--- src/rtl/pdm_pkg.sv ---
// Shared constants, types and state encodings for the pairwise distance median.
// No dependencies.
package pdm_pkg;
  localparam int MAX_POINTS  = 64;
  localparam int MAX_DIMS    = 8;
  localparam int COORD_W     = 16;
  localparam int STORE_DEPTH = MAX_POINTS * MAX_DIMS;
  localparam int PAIR_DEPTH  = (MAX_POINTS * (MAX_POINTS - 1)) / 2;
  localparam int ADDR_W      = $clog2(STORE_DEPTH);
  localparam int CNT_W       = $clog2(STORE_DEPTH + 1);
  localparam int PAIR_W      = $clog2(PAIR_DEPTH + 1);
  localparam int PAIR_AW     = $clog2(PAIR_DEPTH);
  localparam int PT_W        = $clog2(MAX_POINTS + 1);
  localparam int DIMS_W      = 4;
  localparam int DIST_W      = 35;
  localparam int DIFF_W      = COORD_W + 1;
  localparam int CFG_IDX_W   = 1;

  localparam logic [CFG_IDX_W-1:0] REG_KERNEL_MODE = 1'b0;
  localparam logic [CFG_IDX_W-1:0] REG_DIMS        = 1'b1;

  typedef enum logic [2:0] {
    T_LOAD, T_CHK, T_DIV, T_RNG, T_DIST, T_SEL, T_OUT
  } top_state_t;

  typedef enum logic [2:0] {
    D_IDLE, D_RA, D_RB, D_DIFF, D_ACC, D_WR
  } dist_state_t;

  typedef enum logic [2:0] {
    S_IDLE, S_CRD, S_CLAT, S_SCAN, S_DRAIN, S_CHK
  } sel_state_t;
endpackage

--- src/rtl/pdm_sel.sv ---
// Median selection by rank counting over the distance RAM: each candidate is
// compared against every stored distance. Uses pdm_pkg.
module pdm_sel (
  input  logic                        clk,
  input  logic                        rst_n,
  input  logic                        start,
  input  logic [pdm_pkg::PAIR_W-1:0]  pairs,
  output logic [pdm_pkg::PAIR_AW-1:0] dist_raddr,
  input  logic [pdm_pkg::DIST_W-1:0]  dist_rdata,
  output logic                        done,
  output logic [pdm_pkg::DIST_W-1:0]  median
);
  import pdm_pkg::*;

  sel_state_t state_r, state_nxt;
  logic [PAIR_W-1:0] c_r, c_nxt, t_r, t_nxt, lt_r, lt_nxt, le_r, le_nxt;
  logic [DIST_W-1:0] cand_r, cand_nxt;
  logic              rv_r, rv_nxt;
  logic [PAIR_W-1:0] rank;

  assign rank       = (pairs - PAIR_W'(1)) >> 1;
  assign median     = cand_r;
  assign dist_raddr = (state_r == S_CRD) ? c_r[PAIR_AW-1:0] : t_r[PAIR_AW-1:0];

  always_ff @(posedge clk) begin
    if (!rst_n) begin
      state_r <= S_IDLE;
      rv_r    <= 1'b0;
    end else begin
      state_r <= state_nxt;
      rv_r    <= rv_nxt;
    end
    c_r    <= c_nxt;
    t_r    <= t_nxt;
    lt_r   <= lt_nxt;
    le_r   <= le_nxt;
    cand_r <= cand_nxt;
  end

  always_comb begin
    state_nxt = state_r;
    c_nxt     = c_r;
    t_nxt     = t_r;
    lt_nxt    = lt_r;
    le_nxt    = le_r;
    cand_nxt  = cand_r;
    rv_nxt    = 1'b0;
    done      = 1'b0;
    if (rv_r) begin
      if (dist_rdata < cand_r) lt_nxt = lt_r + PAIR_W'(1);
      if (dist_rdata <= cand_r) le_nxt = le_r + PAIR_W'(1);
    end
    case (state_r)
      S_IDLE: begin
        if (start) begin
          c_nxt     = '0;
          state_nxt = S_CRD;
        end
      end
      S_CRD: state_nxt = S_CLAT;
      S_CLAT: begin
        cand_nxt  = dist_rdata;
        t_nxt     = '0;
        lt_nxt    = '0;
        le_nxt    = '0;
        state_nxt = S_SCAN;
      end
      S_SCAN: begin
        rv_nxt = 1'b1;
        t_nxt  = t_r + PAIR_W'(1);
        if (t_r == pairs - PAIR_W'(1)) state_nxt = S_DRAIN;
      end
      S_DRAIN: state_nxt = S_CHK;
      S_CHK: begin
        if (lt_r <= rank && le_r > rank) begin
          done      = 1'b1;
          state_nxt = S_IDLE;
        end else begin
          c_nxt     = c_r + PAIR_W'(1);
          state_nxt = S_CRD;
        end
      end
      default: state_nxt = S_IDLE;
    endcase
  end
endmodule

--- config.mk ---
export PLATFORM = sky130hd
export DESIGN_NAME = pdm_sel
export DESIGN_NICKNAME = d
export VERILOG_FILES = /design/src/rtl/pdm_pkg.sv /design/src/rtl/pdm_sel.sv
export SDC_FILE = /design/constraint.sdc
export NUM_CORES = 1
export LEC_CHECK = 0
export ABC_AREA = 1
export BUFFER_PORTS_ARGS = -buffer_cell sky130_fd_sc_hd__buf_2
export CAP_MARGIN = 20
export CORE_MARGIN = 2
export CORE_UTILIZATION = 35
export DETAILED_ROUTE_END_ITERATION = 6
export GPL_TIMING_DRIVEN = 0
export PLACE_DENSITY = 0.64
export SYNTH_ARGS = -nofsm -noshare
export SYNTH_HDL_FRONTEND = slang
export SYNTH_SLANG_ARGS = --single-unit
--- constraint.sdc ---
create_clock -name clk -period 4.9 [get_ports clk]
set_input_delay 0.49 -clock clk [delete_from_list [all_inputs] [get_ports clk]]
set_output_delay 0.49 -clock clk [all_outputs]
set_load 0.005 [all_outputs]
; ---- Word level (Yosys, flattened, before mapping)
; Cells that the tools add are included.
; W data, S select, Z words.
[word_totals]
reg_bits = 83
latch_bits = 0
mem_bits_rw = 0
rom_bits = 0
inputBits = 49
out_inout_bits = 47
word_cells = 45
memories = 0
[op_classes]
n_addsub = 5
n_mul = 0
n_div = 0
n_lt_le_gt_ge = 4
eq_ne = 9
shift = 0
muxes = 12
bitwise = 0
n_reduce_logical = 8
[ops]
columns = operator, count
row1 = $add A11 B1 Y11 const B, 4
row2 = $pmux W11 S2, 2
row3 = $le A35 B35 Y1, 1
row4 = $lt A35 B35 Y1, 1
row5 = $mux W11, 3
row6 = $pmux W3 S6, 1
row7 = $eq A11 B11 Y1, 1
row8 = $gt A11 B10 Y1, 1
row9 = $le A11 B10 Y1, 1
row10 = $sub A11 B1 Y11 const B, 1
row11 = $eq A3 B2 Y1 const B, 2
row12 = $eq A3 B3 Y1 const B, 2
row13 = $mux W3, 2
row14 = $ne A2 B2 Y1 const B, 3
row15 = $reduce_and A2 Y1, 3
row16 = $mux W1, 4
row17 = $reduce_bool A2 Y1, 2
row18 = $eq A3 B1 Y1 const B, 1
row19 = $logic_not A3 Y1, 1
row20 = $reduce_and A3 Y1, 1
row21 = $logic_and A1 B1 Y1, 1

; ---- Logic depth before layout (Yosys ltp)
[depth]
ltp_word = 5
ltp_mapped = 19
mapped_depth_nobuf = 19

; ---- Worst setup path before layout
; Ideal clock, no wire load.
[synth_path]
path_kind = register -> register
from = reg state_r[1]
to = reg cand_r[0], in the netlist median[0] (enable)
setup_ps = 413
t_arrival_ps = 2587
required_time_ps = 4487
path_slack_ps = 1900
stages_incl_launch_ff = 6
n_path_buf = 1
synth_period_minus_slack_ps = 3000
path_cell_list = dfxtp_1 -> inv_1 -> nor2_1 -> inv_1 -> nor2_1 -> clkbuf_1
[synth_via]
elab_chain_len = 1
[synth_lines]
columns = item, line
row1 = start: declaration, pdm_sel.sv:15  ; sel_state_t state_r, state_nxt;
row2 = start signal: assignment, pdm_sel.sv:30  ; state_r <= state_nxt;
row3 = $eq A3 B2 Y1, pdm_sel.sv:53  ; case (state_r)
row4 = end signal: assignment, pdm_sel.sv:37  ; cand_r <= cand_nxt;
row5 = end: declaration, pdm_sel.sv:17  ; logic [DIST_W-1:0] cand_r, cand_nxt;
; No other way between the ends.
; A chain may end at the register's enable or synchronous reset.

; ---- Final worst setup path
[layout_path]
from = in pairs[0] in the netlist's numbering
to = out done
[layout_via]
elab_chain_len = 5
elab_cells_between_ends = 6
cone_classes = add/sub (1) / order compare (2) / mux (2) / reduce/logical (1)
[layout_lines]
columns = item, line
row1 = start: declaration, pdm_sel.sv:7  ; input logic [pdm_pkg::PAIR_W-1:0] pairs,
row2 = $sub A11 B1 Y11 *, pdm_sel.sv:21  ; assign rank = (pairs - PAIR_W'(1)) >> 1;
row3 = $le A11 B10 Y1 or $gt A11 B10 Y1 (tied branches), pdm_sel.sv:75  ; if (lt_r <= rank && le_r > rank) begin
row4 = $logic_and A1 B1 Y1 *, pdm_sel.sv:75
row5 = $mux W1 *, pdm_sel.sv:75
row6 = $mux W1 *, pdm_sel.sv:53
row7 = end: declaration, pdm_sel.sv:10  ; output logic done,
; Mark *: on every way between the ends. The rest lies on a longest branch, timed or not.

==> run metrics <==
Min-Delay Startpoint dist_rdata[0]; Worst setup SP type primary input; WHS Path Cells 1; total track usage 0.152; flop2flop setup slack 2.63 ns; RR Startpoint state_r[1]; CP Capture Type output port; wire per inst 12.2 um; nets 913; Clock Power Share 0.290; RSZ-0062 raised after global routing no; Bufs on Longest Clock Path 2; setup_tns 0 ns; hold_ws 0.335 ns; fin crit period 3.30 ns; ys async rst share 0; Leak 3.08 nW; hold buffers post-CTS 0; GPL Wtd Cong 0.834; layout cells sized above 1 0.165; PwrDens 366 mW/mm2; Least-Margin Pin Slew 0.778 ns; number of clock sinks 83; post-synthesis cell type count 35; combinational share of power 0.287; worst slack, placed 1.62 ns; top cell type's share of synthesized area 0.308; Hold Violations, Final 0; Seq/Total Area, Yosys 0.402; internal cell power 0.00159 W; Cell Rows 46; syn nets 805; P&R area growth vs syn 19.5%; Syn Inst Count 698; top cells by area, synth edfxtp_1 (31%), ha_1 (13%), nand2_1 (10%), dfxtp_1 (9.4%), inv_1 (7.9%); max cap viols 0; Die ar. 0.0169 mm2; clock latency on the worst-skew pair 0.34 ns; Die Ht 130 um; drt pass-1 iters 4; Design Power 0.00243 W; vias per cell 4.63; switching power 0.000837 W; worst r2r dst median[16]; Hold Path Class primary input to register; WL final 12500 um; initial antenna violation count 0; final setup margin 1.60 ns; setup violators final 0; Fillers 1630; Peak supply drop 296 uV; Avg Cell Area, Syn 7.95 um2; max-slew violation count 0; critical path peak fanout 9; Post-synth EDFFs 57; drt drc 0; cell accounting for the most synthesized area edfxtp_1; Hold EP median[0]; CTS Buf Count 9; core area 0.0157 mm2; Setup Buffers After CTS 0; fmax 0.303 GHz; skew final 0.0106 ns; Tcrit/Tclk final 0.673; critical path type primary input to output port; clk slew on worst S/H paths 0.07 ns; Synth Warn # 0; Synth Cell Area 0.00555 mm2; run status finished, final reports clean; IO buf count 95; Die W 130 um; grt ovf 0; Slew headroom 0.477; Most used DFF post-synth edfxtp_1; first-pass GRT wire length 20700 um; Antenna Cells 0; post-DP HPWL 9950 um; CTS tree built; IO Pins 96; vias in the first global route 4473; sequential power share 0.423; largest net degree at the start of global routing 34; most common cell in the netlist nand2_1; CTS resizes 0; Initial Util 0.353; H-tree depth reported by CTS 3; Initial DRC Count 206; required time worst endpoint 4.41 ns; DRT antenna net count 0; root buffer cell clkbuf_16; Arrival @ worst endpoint 2.81 ns; routed vias 4751; flop and latch count out of synthesis 83; Worst Reg2Reg Path Length in Cells 7; switching share of power 0.345; commonest cells in the netlist nand2_1 (149), inv_1 (117), nor2_1 (60); post-layout util 0.422
[critical path, stage by stage]
cell and delay (ns):
buf_2 0.11, inv_1 0.14, ha_1 0.16, buf_2 0.18
nand3_1 0.09, nand2_1 0.10, nand2_1 0.13, ha_1 0.31
nand2_1 0.10, inv_1 0.06, a21oi_1 0.15, nand3_1 0.10
nand2_1 0.07, inv_1 0.04, nand4_1 0.06, nand3_1 0.07
nand2_1 0.13, nand3_1 0.13, inv_1 0.08, buf_2 0.10
[state kept, by name, indices dropped and copies added, names as in the netlist]
name / cells
median: 35
lt_r: 11
state_r: 3
le_r: 11
c_r: 11
t_r: 11
rv_r: 1
[worst max-delay path by stage]
stage | startpoint | end | cells past startpoint
finish | pairs[0] | done | 20
global route | pairs[3] | done | 18
CTS | pairs[0] | done | 20
detailed placement | pairs[0] | done | 20
global placement | state_r[1] | median[8] | 5
floorplan | state_r[1] | median[0] | 5
[layer usage]
layer | routed length, um | GRT usage | share of wire | up-vias
li1 | - | - | - | 2551
met1 | 5980 | 0.194 | 0.48 | 2107
met2 | 5930 | 0.262 | 0.47 | 83
met3 | 456 | 0.0271 | 0.036 | 10
met4 | 142 | 0.0468 | 0.011 | 0
met5 | 0 | 0 | 0 | -
[kinds of logic (layout without fill, tap and decap cells)]
| family | count (synthesis) | after routing | share of synthesized area |
|---|---|---|---|
| adders and majority gates | 58 | 58 | 0.131 |
| and+or+nand+nor | 315 | 315 | 0.258 |
| DFF | 83 | 83 | 0.402 |
| buffers and inverters | 127 | 240 | 0.0915 |
| AOI/OAI and AO/OA | 98 | 98 | 0.0911 |
| xor gates and xnor gates | 17 | 17 | 0.0268 |
[cells in the final DEF (no fill, tap or decap), types with 2 or more instances in the layout]
| cell | n |
|---|---|
| nand3_1 | 49 |
| clkbuf_16 | 9 |
| buf_2 | 96 |
| nor3_1 | 18 |
| nand3b_1 | 3 |
| clkbuf_1 | 3 |
| xor2_1 | 12 |
| nor3b_1 | 3 |
| edfxtp_1 | 57 |
| o21ai_0 | 36 |
| buf_6 | 2 |
| buf_4 | 2 |
| xnor2_1 | 5 |
| nor2_1 | 60 |
| inv_6 | 3 |
| nand4_1 | 15 |
| nand4_4 | 2 |
| ha_1 | 58 |
| nor3_2 | 2 |
| nand3_2 | 2 |
| nor4_1 | 4 |
| a31oi_1 | 3 |
| nor2_2 | 2 |
| a21oi_1 | 54 |
| o211ai_1 | 3 |
| dfxtp_1 | 26 |
| nand2_1 | 149 |
| inv_1 | 117 |
| nand2_2 | 2 |
[power groups by stage]
stage	logic (W)	clock network (W)	registers, W
2_1_floorplan	0.000451	0	0.00103
3_3_place_gp	0.000679	0	0.00104
3_5_place_dp	0.000701	0	0.00104
4_1_cts	0.000705	0.000721	0.00103
5_1_grt	0.000813	0.000752	0.00105
6_report	0.000698	0.000704	0.00103
[through the flow]
| step | std cells | instance area [um2] |
|---|---|---|
| floorplan | 698 | 5550 |
| global placement | 1009 | 6300 |
| detailed placement | 1010 | 6320 |
| CTS | 1026 | 6620 |
| global route | 1027 | 6630 |
| finish | 1027 | 6630 |
[area by class of cell]
cell class / instances / area, um2 / area share
plain buffers: 9 / 66.3 / 0.0100
clock buffers: 9 / 225 / 0.0340
clock inverters: 7 / 80.1 / 0.0121
inverters: 118 / 443 / 0.0668
multi-input cells: 488 / 2810 / 0.424
flip-flops and latches: 83 / 2230 / 0.337
well taps: 216 / 270 / 0.0408
repair buffers: 97 / 503 / 0.0758
No activity file was read; power rests on OpenSTA's default activity.
