`src/rtl/pdm_pkg.sv`:
```
// Shared constants, types and state encodings for the pairwise distance median.
// No dependencies.
package pdm_pkg;
  localparam int MAX_POINTS  = 64;
  localparam int MAX_DIMS    = 8;
  localparam int COORD_W     = 16;
  localparam int STORE_DEPTH = MAX_POINTS * MAX_DIMS;
  localparam int PAIR_DEPTH  = (MAX_POINTS * (MAX_POINTS - 1)) / 2;
  localparam int ADDR_W      = $clog2(STORE_DEPTH);
  localparam int CNT_W       = $clog2(STORE_DEPTH + 1);
  localparam int PAIR_W      = $clog2(PAIR_DEPTH + 1);
  localparam int PAIR_AW     = $clog2(PAIR_DEPTH);
  localparam int PT_W        = $clog2(MAX_POINTS + 1);
  localparam int DIMS_W      = 4;
  localparam int DIST_W      = 35;
  localparam int DIFF_W      = COORD_W + 1;
  localparam int CFG_IDX_W   = 1;

  localparam logic [CFG_IDX_W-1:0] REG_KERNEL_MODE = 1'b0;
  localparam logic [CFG_IDX_W-1:0] REG_DIMS        = 1'b1;

  typedef enum logic [2:0] {
    T_LOAD, T_CHK, T_DIV, T_RNG, T_DIST, T_SEL, T_OUT
  } top_state_t;

  typedef enum logic [2:0] {
    D_IDLE, D_RA, D_RB, D_DIFF, D_ACC, D_WR
  } dist_state_t;

  typedef enum logic [2:0] {
    S_IDLE, S_CRD, S_CLAT, S_SCAN, S_DRAIN, S_CHK
  } sel_state_t;
endpackage

```
`src/rtl/pdm_dist.sv`:
```
// Pair distance engine: walks all point pairs, reads coordinates from the
// coordinate RAM and writes each pair distance to the distance RAM. Uses pdm_pkg.
module pdm_dist (
  input  logic                          clk,
  input  logic                          rst_n,
  input  logic                          start,
  input  logic [pdm_pkg::PT_W-1:0]      points,
  input  logic [pdm_pkg::DIMS_W-1:0]    dims,
  input  logic                          mode,
  output logic [pdm_pkg::ADDR_W-1:0]    coord_raddr,
  input  logic [pdm_pkg::COORD_W-1:0]   coord_rdata,
  output logic                          dist_we,
  output logic [pdm_pkg::PAIR_AW-1:0]   dist_waddr,
  output logic [pdm_pkg::DIST_W-1:0]    dist_wdata,
  output logic                          done,
  output logic [pdm_pkg::PAIR_W-1:0]    pairs
);
  import pdm_pkg::*;

  dist_state_t state_r, state_nxt;
  logic [PT_W-1:0]    i_r, i_nxt, j_r, j_nxt;
  logic [ADDR_W-1:0]  bi_r, bi_nxt, bj_r, bj_nxt;
  logic [DIMS_W-1:0]  k_r, k_nxt;
  logic [COORD_W-1:0] a_r, a_nxt;
  logic [DIFF_W-1:0]  diff_r, diff_nxt;
  logic [DIST_W-1:0]  sum_r, sum_nxt;
  logic [PAIR_W-1:0]  pair_r, pair_nxt;
  logic signed [DIFF_W-1:0] d;
  logic [DIST_W-1:0]  term;
  logic [ADDR_W-1:0]  dims_a;

  assign dims_a     = ADDR_W'(dims);
  assign dist_waddr = pair_r[PAIR_AW-1:0];
  assign dist_wdata = sum_r;
  assign pairs      = pair_r;
  assign d = $signed({a_r[COORD_W-1], a_r}) - $signed({coord_rdata[COORD_W-1], coord_rdata});
  assign term = mode ? DIST_W'(diff_r * diff_r) : DIST_W'(diff_r);

  always_ff @(posedge clk) begin
    if (!rst_n) begin
      state_r <= D_IDLE;
      pair_r  <= '0;
    end else begin
      state_r <= state_nxt;
      pair_r  <= pair_nxt;
    end
    i_r    <= i_nxt;
    j_r    <= j_nxt;
    bi_r   <= bi_nxt;
    bj_r   <= bj_nxt;
    k_r    <= k_nxt;
    a_r    <= a_nxt;
    diff_r <= diff_nxt;
    sum_r  <= sum_nxt;
  end

  always_comb begin
    state_nxt   = state_r;
    i_nxt       = i_r;
    j_nxt       = j_r;
    bi_nxt      = bi_r;
    bj_nxt      = bj_r;
    k_nxt       = k_r;
    a_nxt       = a_r;
    diff_nxt    = diff_r;
    sum_nxt     = sum_r;
    pair_nxt    = pair_r;
    coord_raddr = bi_r + ADDR_W'(k_r);
    dist_we     = 1'b0;
    done        = 1'b0;
    case (state_r)
      D_IDLE: begin
        if (start) begin
          i_nxt     = '0;
          j_nxt     = PT_W'(1);
          bi_nxt    = '0;
          bj_nxt    = dims_a;
          k_nxt     = '0;
          sum_nxt   = '0;
          pair_nxt  = '0;
          state_nxt = D_RA;
        end
      end
      D_RA: begin
        state_nxt = D_RB;
      end
      D_RB: begin
        coord_raddr = bj_r + ADDR_W'(k_r);
        a_nxt       = coord_rdata;
        state_nxt   = D_DIFF;
      end
      D_DIFF: begin
        diff_nxt  = d[DIFF_W-1] ? DIFF_W'(-d) : DIFF_W'(d);
        state_nxt = D_ACC;
      end
      D_ACC: begin
        sum_nxt = sum_r + term;
        if (k_r == dims - DIMS_W'(1)) begin
          state_nxt = D_WR;
        end else begin
          k_nxt     = k_r + DIMS_W'(1);
          state_nxt = D_RA;
        end
      end
      D_WR: begin
        dist_we   = 1'b1;
        pair_nxt  = pair_r + PAIR_W'(1);
        sum_nxt   = '0;
        k_nxt     = '0;
        state_nxt = D_RA;
        if (j_r == points - PT_W'(1)) begin
          if (i_r == points - PT_W'(2)) begin
            done      = 1'b1;
            state_nxt = D_IDLE;
          end else begin
            i_nxt  = i_r + PT_W'(1);
            j_nxt  = i_r + PT_W'(2);
            bi_nxt = bi_r + dims_a;
            bj_nxt = bi_r + dims_a + dims_a;
          end
        end else begin
          j_nxt  = j_r + PT_W'(1);
          bj_nxt = bj_r + dims_a;
        end
      end
      default: state_nxt = D_IDLE;
    endcase
  end
endmodule

```
`config.mk`:
```
export PLATFORM = sky130hd
export DESIGN_NAME = pdm_dist
export DESIGN_NICKNAME = d
export VERILOG_FILES = /design/src/rtl/pdm_pkg.sv /design/src/rtl/pdm_dist.sv
export SDC_FILE = /design/constraint.sdc
export NUM_CORES = 1
export LEC_CHECK = 0
export BUFFER_PORTS_ARGS = -buffer_cell sky130_fd_sc_hd__clkbuf_2
export CAP_MARGIN = 20
export CELL_PAD_IN_SITES_DETAIL_PLACEMENT = 1
export CELL_PAD_IN_SITES_GLOBAL_PLACEMENT = 1
export CORE_AREA = 4 4 191 193
export DETAILED_ROUTE_END_ITERATION = 8
export DIE_AREA = 0 0 195 197
export HOLD_SLACK_MARGIN = 0.12
export MAX_ROUTING_LAYER = met4
export PLACE_DENSITY = 0.82
export SLEW_MARGIN = 20
export SYNTH_ARGS = -nofsm -noshare
export SYNTH_HDL_FRONTEND = slang
export SYNTH_SLANG_ARGS = --single-unit
```
`constraint.sdc`:
```
create_clock -name clk -period 10.8 [get_ports clk]
set_input_delay 1.08 -clock clk [delete_from_list [all_inputs] [get_ports clk]]
set_output_delay 1.08 -clock clk [all_outputs]
set_load 0.1 [all_outputs]
```
==> Word-level counts from Yosys, hierarchy flattened <==
Index checks and enable logic that the tools add are counted.
{ "classes": {"addsub": 16, "n_mul": 1, "div": 0, "order_cmp": 0, "eq_ne": 13, "n_shift": 0, "muxes": 35, "n_bitwise": 0, "n_reduce_logical": 8} }
{ "ops": {"columns": ["cell", "count"], "rows": [
  ["$pmux W35 S3", 1],
  ["$mux W9", 7],
  ["$add A9 B4 Y9", 5],
  ["$mux W7", 6],
  ["$pmux W9 S2", 2],
  ["$add A35 B34 Y35", 1],
  ["$mux W35", 1],
  ["$mul A17 B17 Y34", 1],
  ["$mux W34", 1],
  ["$pmux W7 S2", 2],
  ["$pmux W11 S2", 1],
  ["$pmux W3 S6", 1],
  ["$neg A17 Y17", 1],
  ["$sub A16 B16 Y17", 1],
  ["$mux W16", 1],
  ["$add A7 B1 Y7 const B", 2],
  ["$eq A7 B7 Y1", 2],
  ["$pmux W4 S3", 1],
  ["$add A11 B1 Y11 const B", 1],
  ["$mux W11", 1],
  ["$mux W4", 2],
  ["$ne A2 B2 Y1 const B", 4],
  ["$add A7 B2 Y7 const B", 1],
  ["$sub A7 B1 Y7 const B", 1],
  ["16 further kinds", 26]
]} }
{ "totals": {"ff_bits": 118, "latchBits": 0, "ramBits": 0, "rom_bits": 0, "input_bits": 31, "out_inout_bits": 68, "wordCells": 84, "mem_count": 0} }

==> Longest topological paths before layout <==
{ "depth": {"depth_word": 5, "ltp_mapped": 33, "depth_no_buf": 32} }

==> Least setup slack after synthesis <==
No wires, ideal clock.
{ "synth_timing": {"path_kind": "reg2reg", "startpoint": "register diff_r[5]", "endpoint": "register sum_r[31] (netlist: dist_wdata[31]) (data pin)", "setup_ns": 0.266, "t_arrival_ns": 7.925, "path_slack_ns": 2.609, "stages_incl_launch_ff": 34, "n_path_buf": 3, "synth_period_minus_slack_ns": 8.191, "path_cell_list": "edfxtp_1 -> clkbuf_1 -> clkbuf_1 -> nand2_1 -> fa_1 -> inv_1 -> fa_1 -> inv_1 -> fa_1 -> inv_1 -> fa_1 -> fa_1 -> inv_1 -> fa_1 -> inv_1 -> ha_1 -> a21o_1 -> a21o_1 -> a31o_2 -> a21oi_1 -> a21oi_1 -> o21ai_0 -> xnor2_1 -> and2_1 -> ha_1 -> clkbuf_1 -> a21o_1 -> a21oi_1 -> nor2b_1 -> o41a_1 -> a22o_1 -> o41ai_1 -> xor2_1 -> nor2_1"} }
{ "synth_via": {"elab_chain_cells": 4} }
{ "synth_lines": {"columns": ["element", "line", "rtl"], "rows": [
  ["start, declared", "pdm_dist.sv:25", "logic [DIFF_W-1:0] diff_r, diff_nxt;"],
  ["start signal, assigned", "pdm_dist.sv:53", "diff_r <= diff_nxt;"],
  ["$mul A17 B17 Y34", "pdm_dist.sv:37", "assign term = mode ? DIST_W'(diff_r * diff_r) : DIST_W'(diff_r);"],
  ["$mux W34 (*)", "pdm_dist.sv:37", null],
  ["$add A35 B34 Y35 (*)", "pdm_dist.sv:97", "sum_nxt = sum_r + term;"],
  ["$pmux W35 S3 (*)", "pdm_dist.sv:71", "case (state_r)"],
  ["end signal, assigned", "pdm_dist.sv:54", "sum_r <= sum_nxt;"],
  ["end, declared", "pdm_dist.sv:26", "logic [DIST_W-1:0] sum_r, sum_nxt;"]
]} }
Every way passes the cells marked *; elsewhere a longest branch is shown, timed or not.
A chain may end at the register's enable or synchronous reset.

==> Final worst setup path <==
{ "layout_timing": {"startpoint": "register diff_r[11]", "endpoint": "register sum_r[32] (netlist: dist_wdata[32]) (data pin)"} }
The elaborated chain is that of the path after synthesis.

==> metrics.md <==
| Metric | Value |
|---|---|
| Crit end category | `flop` |
| Core area | `about 35000 um^2` |
| Area grow syn2layout | `8.29%` |
| Synth top area share | `22.7%` |
| Top cell by count, worst path | `fa_1` |
| CP max stage delay | `between 0.7 and 0.8 ns` |
| Clk_skew | `~0.014 ns` |
| Slowest CP cell | `edfxtp_1` |
| Worst-Margin Slew | `between 1 and 1.5 ns` |
| # hold bufs at CTS | `0` |
| Internal reg-to-reg setup slack | `1.92 ns` |
| Post_cts resized | `0` |
| Max Cap Violations | `0` |
| RSZ-0062 raised after global routing | `false` |
| Reg clk slew, reported paths | `~0.060 ns` |
| Cts bufs inserted | `17` |
| R2r worst-path depth | `29` |
| Critical path class | `flop to flop` |
| Most common cell in the synthesized netlist | `inv_1` |
| Final net count | `~2300` |
| 1st-iter DRT viols | `approximately 600` |
| Worst hold-check path type | `flop to flop` |
| Setup TNS | `0 ns` |
| Fin. Hold Viols | `0` |
| Share of layout cells above drive strength 1 | `under 10%` |
| Syn_area_per_cell | `slightly above 9 um^2` |
| Drt via density | `about 5.6` |
| Drt wl/cell | `slightly below 20 um` |
| Vias | `13400` |
| Drt pass-1 iters | `5` |
| Synth cell count leaders | `318 x inv_1, 196 x fa_1, 182 x ha_1` |
| Final Setup Violations | `0` |
| Antenna violations before repair | `2` |
| PortBufs | `98` |
| Die footprint | `approximately 38000 um^2` |
| Skew-Pair Late Insertion Delay | `between 0.4 and 0.5 ns` |
| Die Ht | `197 um` |
| Final Cycle Share | `~80%` |
| Synth Flop Type | `edfxtp_1` |
| Synth area leaders | `fa_1 23%, edfxtp_1 18%, ha_1 13%, inv_1 6.9%, xnor2_1 4.6%` |
| DRC violations left | `0` |
| First-pass GRT wire length | `77000 um` |
| Fin crit period | `8.88 ns` |
| Max_slew headroom | `32.0%` |
| Clk buf depth | `2` |
| H-tree levels | `4` |
| DP Wirelength | `37300 um` |
| Register area share after synthesis | `19.7%` |
| Number of global-route vias before repair | `roughly 15000` |
| Mapped Area | `around 17000 um^2` |
| DIE WIDTH | `195 um` |
| Outcome | `complete, no violations` |
| EDFF count, synth | `between 100 and 150` |
| CP Max Fanout | `13` |
| Seq cells post-synth | `around 120` |
| Hold Path End | `dist_waddr[3]` |
| Synth cell types | `81` |
| R2R Path Start | `diff_r[11]` |
| Cells after Synth | `between 1500 and 2000` |
| Syn nets | `about 2300` |
| Largest net degree at the start of global routing | `43` |
| Total GRT Usage | `25.4%` |
| Fin. max-slew vios | `0` |
| Synth area leader | `fa_1` |
| Site Rows | `between 60 and 70` |
| Total clock sinks | `118` |
| Final wirelength | `~46000 um` |
| Final ANT Viol Nets | `0` |
| Hold path start | `dist_waddr[3]` |
| Critical path arrival | `just over 9 ns` |
| Clock Tree Root | `clkbuf_16` |
| Worst R2R End | `dist_wdata[32]` |
| Postcts setup bufs | `0` |
| Worst hold slack | `about 0.55 ns` |
| Peak VDD IR | `approximately 0.22 mV` |
| YS warnings | `0` |
| Diode count | `0` |
| TritonCTS clock tree | `built` |
| RePlAce Congestion | `between 0.8 and 0.9` |
| I/O Pins | `99` |
| Ys async rst share | `0%` |
| P per Cell Area | `approximately 310 nW/um^2` |
| Required @ worst endpoint | `around 11 ns` |
| Hold Path Cell Cnt | `1` |
| Global route overflow | `0` |
| Initial Utilization | `approximately half` |
| Leak | `just over 9 nW` |
| Fill cells | `around 4000` |
| Fmax | `around 0.11 GHz` |
| Startpoint Class | `flop` |
-- metal layers --
layer | routed length, um | share of wire [%] | vias to the layer above | global-route usage [%]
li1 | - | - | 6286 | -
met1 | 19000 | 41 | 6795 | 29.8
met2 | 24600 | 53 | 249 | 45.7
met3 | 1440 | 3.1 | 83 | 3.15
met4 | 1420 | 3.1 | 0 | 7.94
met5 | 0 | 0 | - | -
-- worst max-delay path, delay by kind of cell (launching register included) --
family	cells	cell delay [ns]
flip-flops	1	0.75
AO/OA/AOI/OAI	9	2.11
adder cells (fa/ha/maj)	8	3.73
XOR/XNOR	1	0.18
AND/OR/NAND/NOR	6	1.24
buffers and inverters	5	0.63
-- where the power goes --
| group | internal, mW | total, mW | leakage, nW | switching [mW] |
|---|---|---|---|---|
| clock | 0.399 | 0.629 | 0.308 | 0.230 |
| sequential | 0.546 | 0.594 | 1.11 | 0.0484 |
| combinational | 1.77 | 4.49 | 7.65 | 2.72 |
-- registers in the layout, summed over array words and instances (netlist names) --
register	flops
i_r	7
a_r	16
dist_wdata	35
diff_r	17
k_r	4
dist_waddr	11
bj_r	9
bi_r	9
state_r	3
j_r	7
-- logic make-up (layout without fill, tap and decap cells) --
group,count (synthesis),count (layout),share of synthesized area (%)
flip-flops,118,118,19.7
AND/OR/NAND/NOR,508,508,14.4
adder cells (fa/ha/maj),378,378,35.9
multiplexers,26,26,1.62
buffers and inverters,390,454,8.75
AO/OA/AOI/OAI,306,306,11.9
XOR/XNOR,152,152,7.71
-- placed cells by master (no fill, tap or decap), drive strengths merged, types with 23 or more instances in the layout --
cell,count
fa,196
clkbuf,119
a21o,36
xnor2,90
nor3,23
edfxtp,104
a21oi,92
inv,320
nand2,145
o21ai,52
nor2,133
and2,81
nand3,31
ha,182
xor2,62
-- layout make-up --
| class | instances | area (um^2) | area share, % |
|---|---|---|---|
| multi-input cells | 1370 | 12400 | 66.1 |
| flip-flops and latches | 118 | 3400 | 18.2 |
| inverters | 319 | 1200 | 6.40 |
| well taps | 455 | 569 | 3.04 |
| repair buffers | 103 | 528 | 2.82 |
| clock buffers | 21 | 460 | 2.46 |
| clock inverters | 11 | 173 | 0.923 |
-- worst max path at each step --
stage	start	end	slack [ns]	cells past startpoint
2_1_floorplan	diff_r[5]	dist_wdata[31]	2.61	33
3_3_place_gp	diff_r[11]	dist_wdata[32]	2.27	29
3_5_place_dp	diff_r[10]	dist_wdata[31]	1.90	30
4_1_cts	diff_r[10]	dist_wdata[31]	1.92	30
5_1_grt	diff_r[11]	dist_wdata[32]	1.40	29
6_report	diff_r[11]	dist_wdata[32]	1.92	29
-- stage by stage --
step           cell area [um^2]  total power [mW]  utilization [%]  setup slack (ns)  std cells
3_5_place_dp              18100              5.06             52.3              1.90       2365
3_3_place_gp              18100              4.91             52.3              2.27       2365
6_report                  18700              5.71             54.1              1.92       2397
4_1_cts                   18700              5.73             54.1              1.92       2397
2_1_floorplan             17300              4.02                -              2.61       1878
5_1_grt                   18700              6.28             54.1              1.40       2397
No activity file was read; power rests on OpenSTA's default activity.
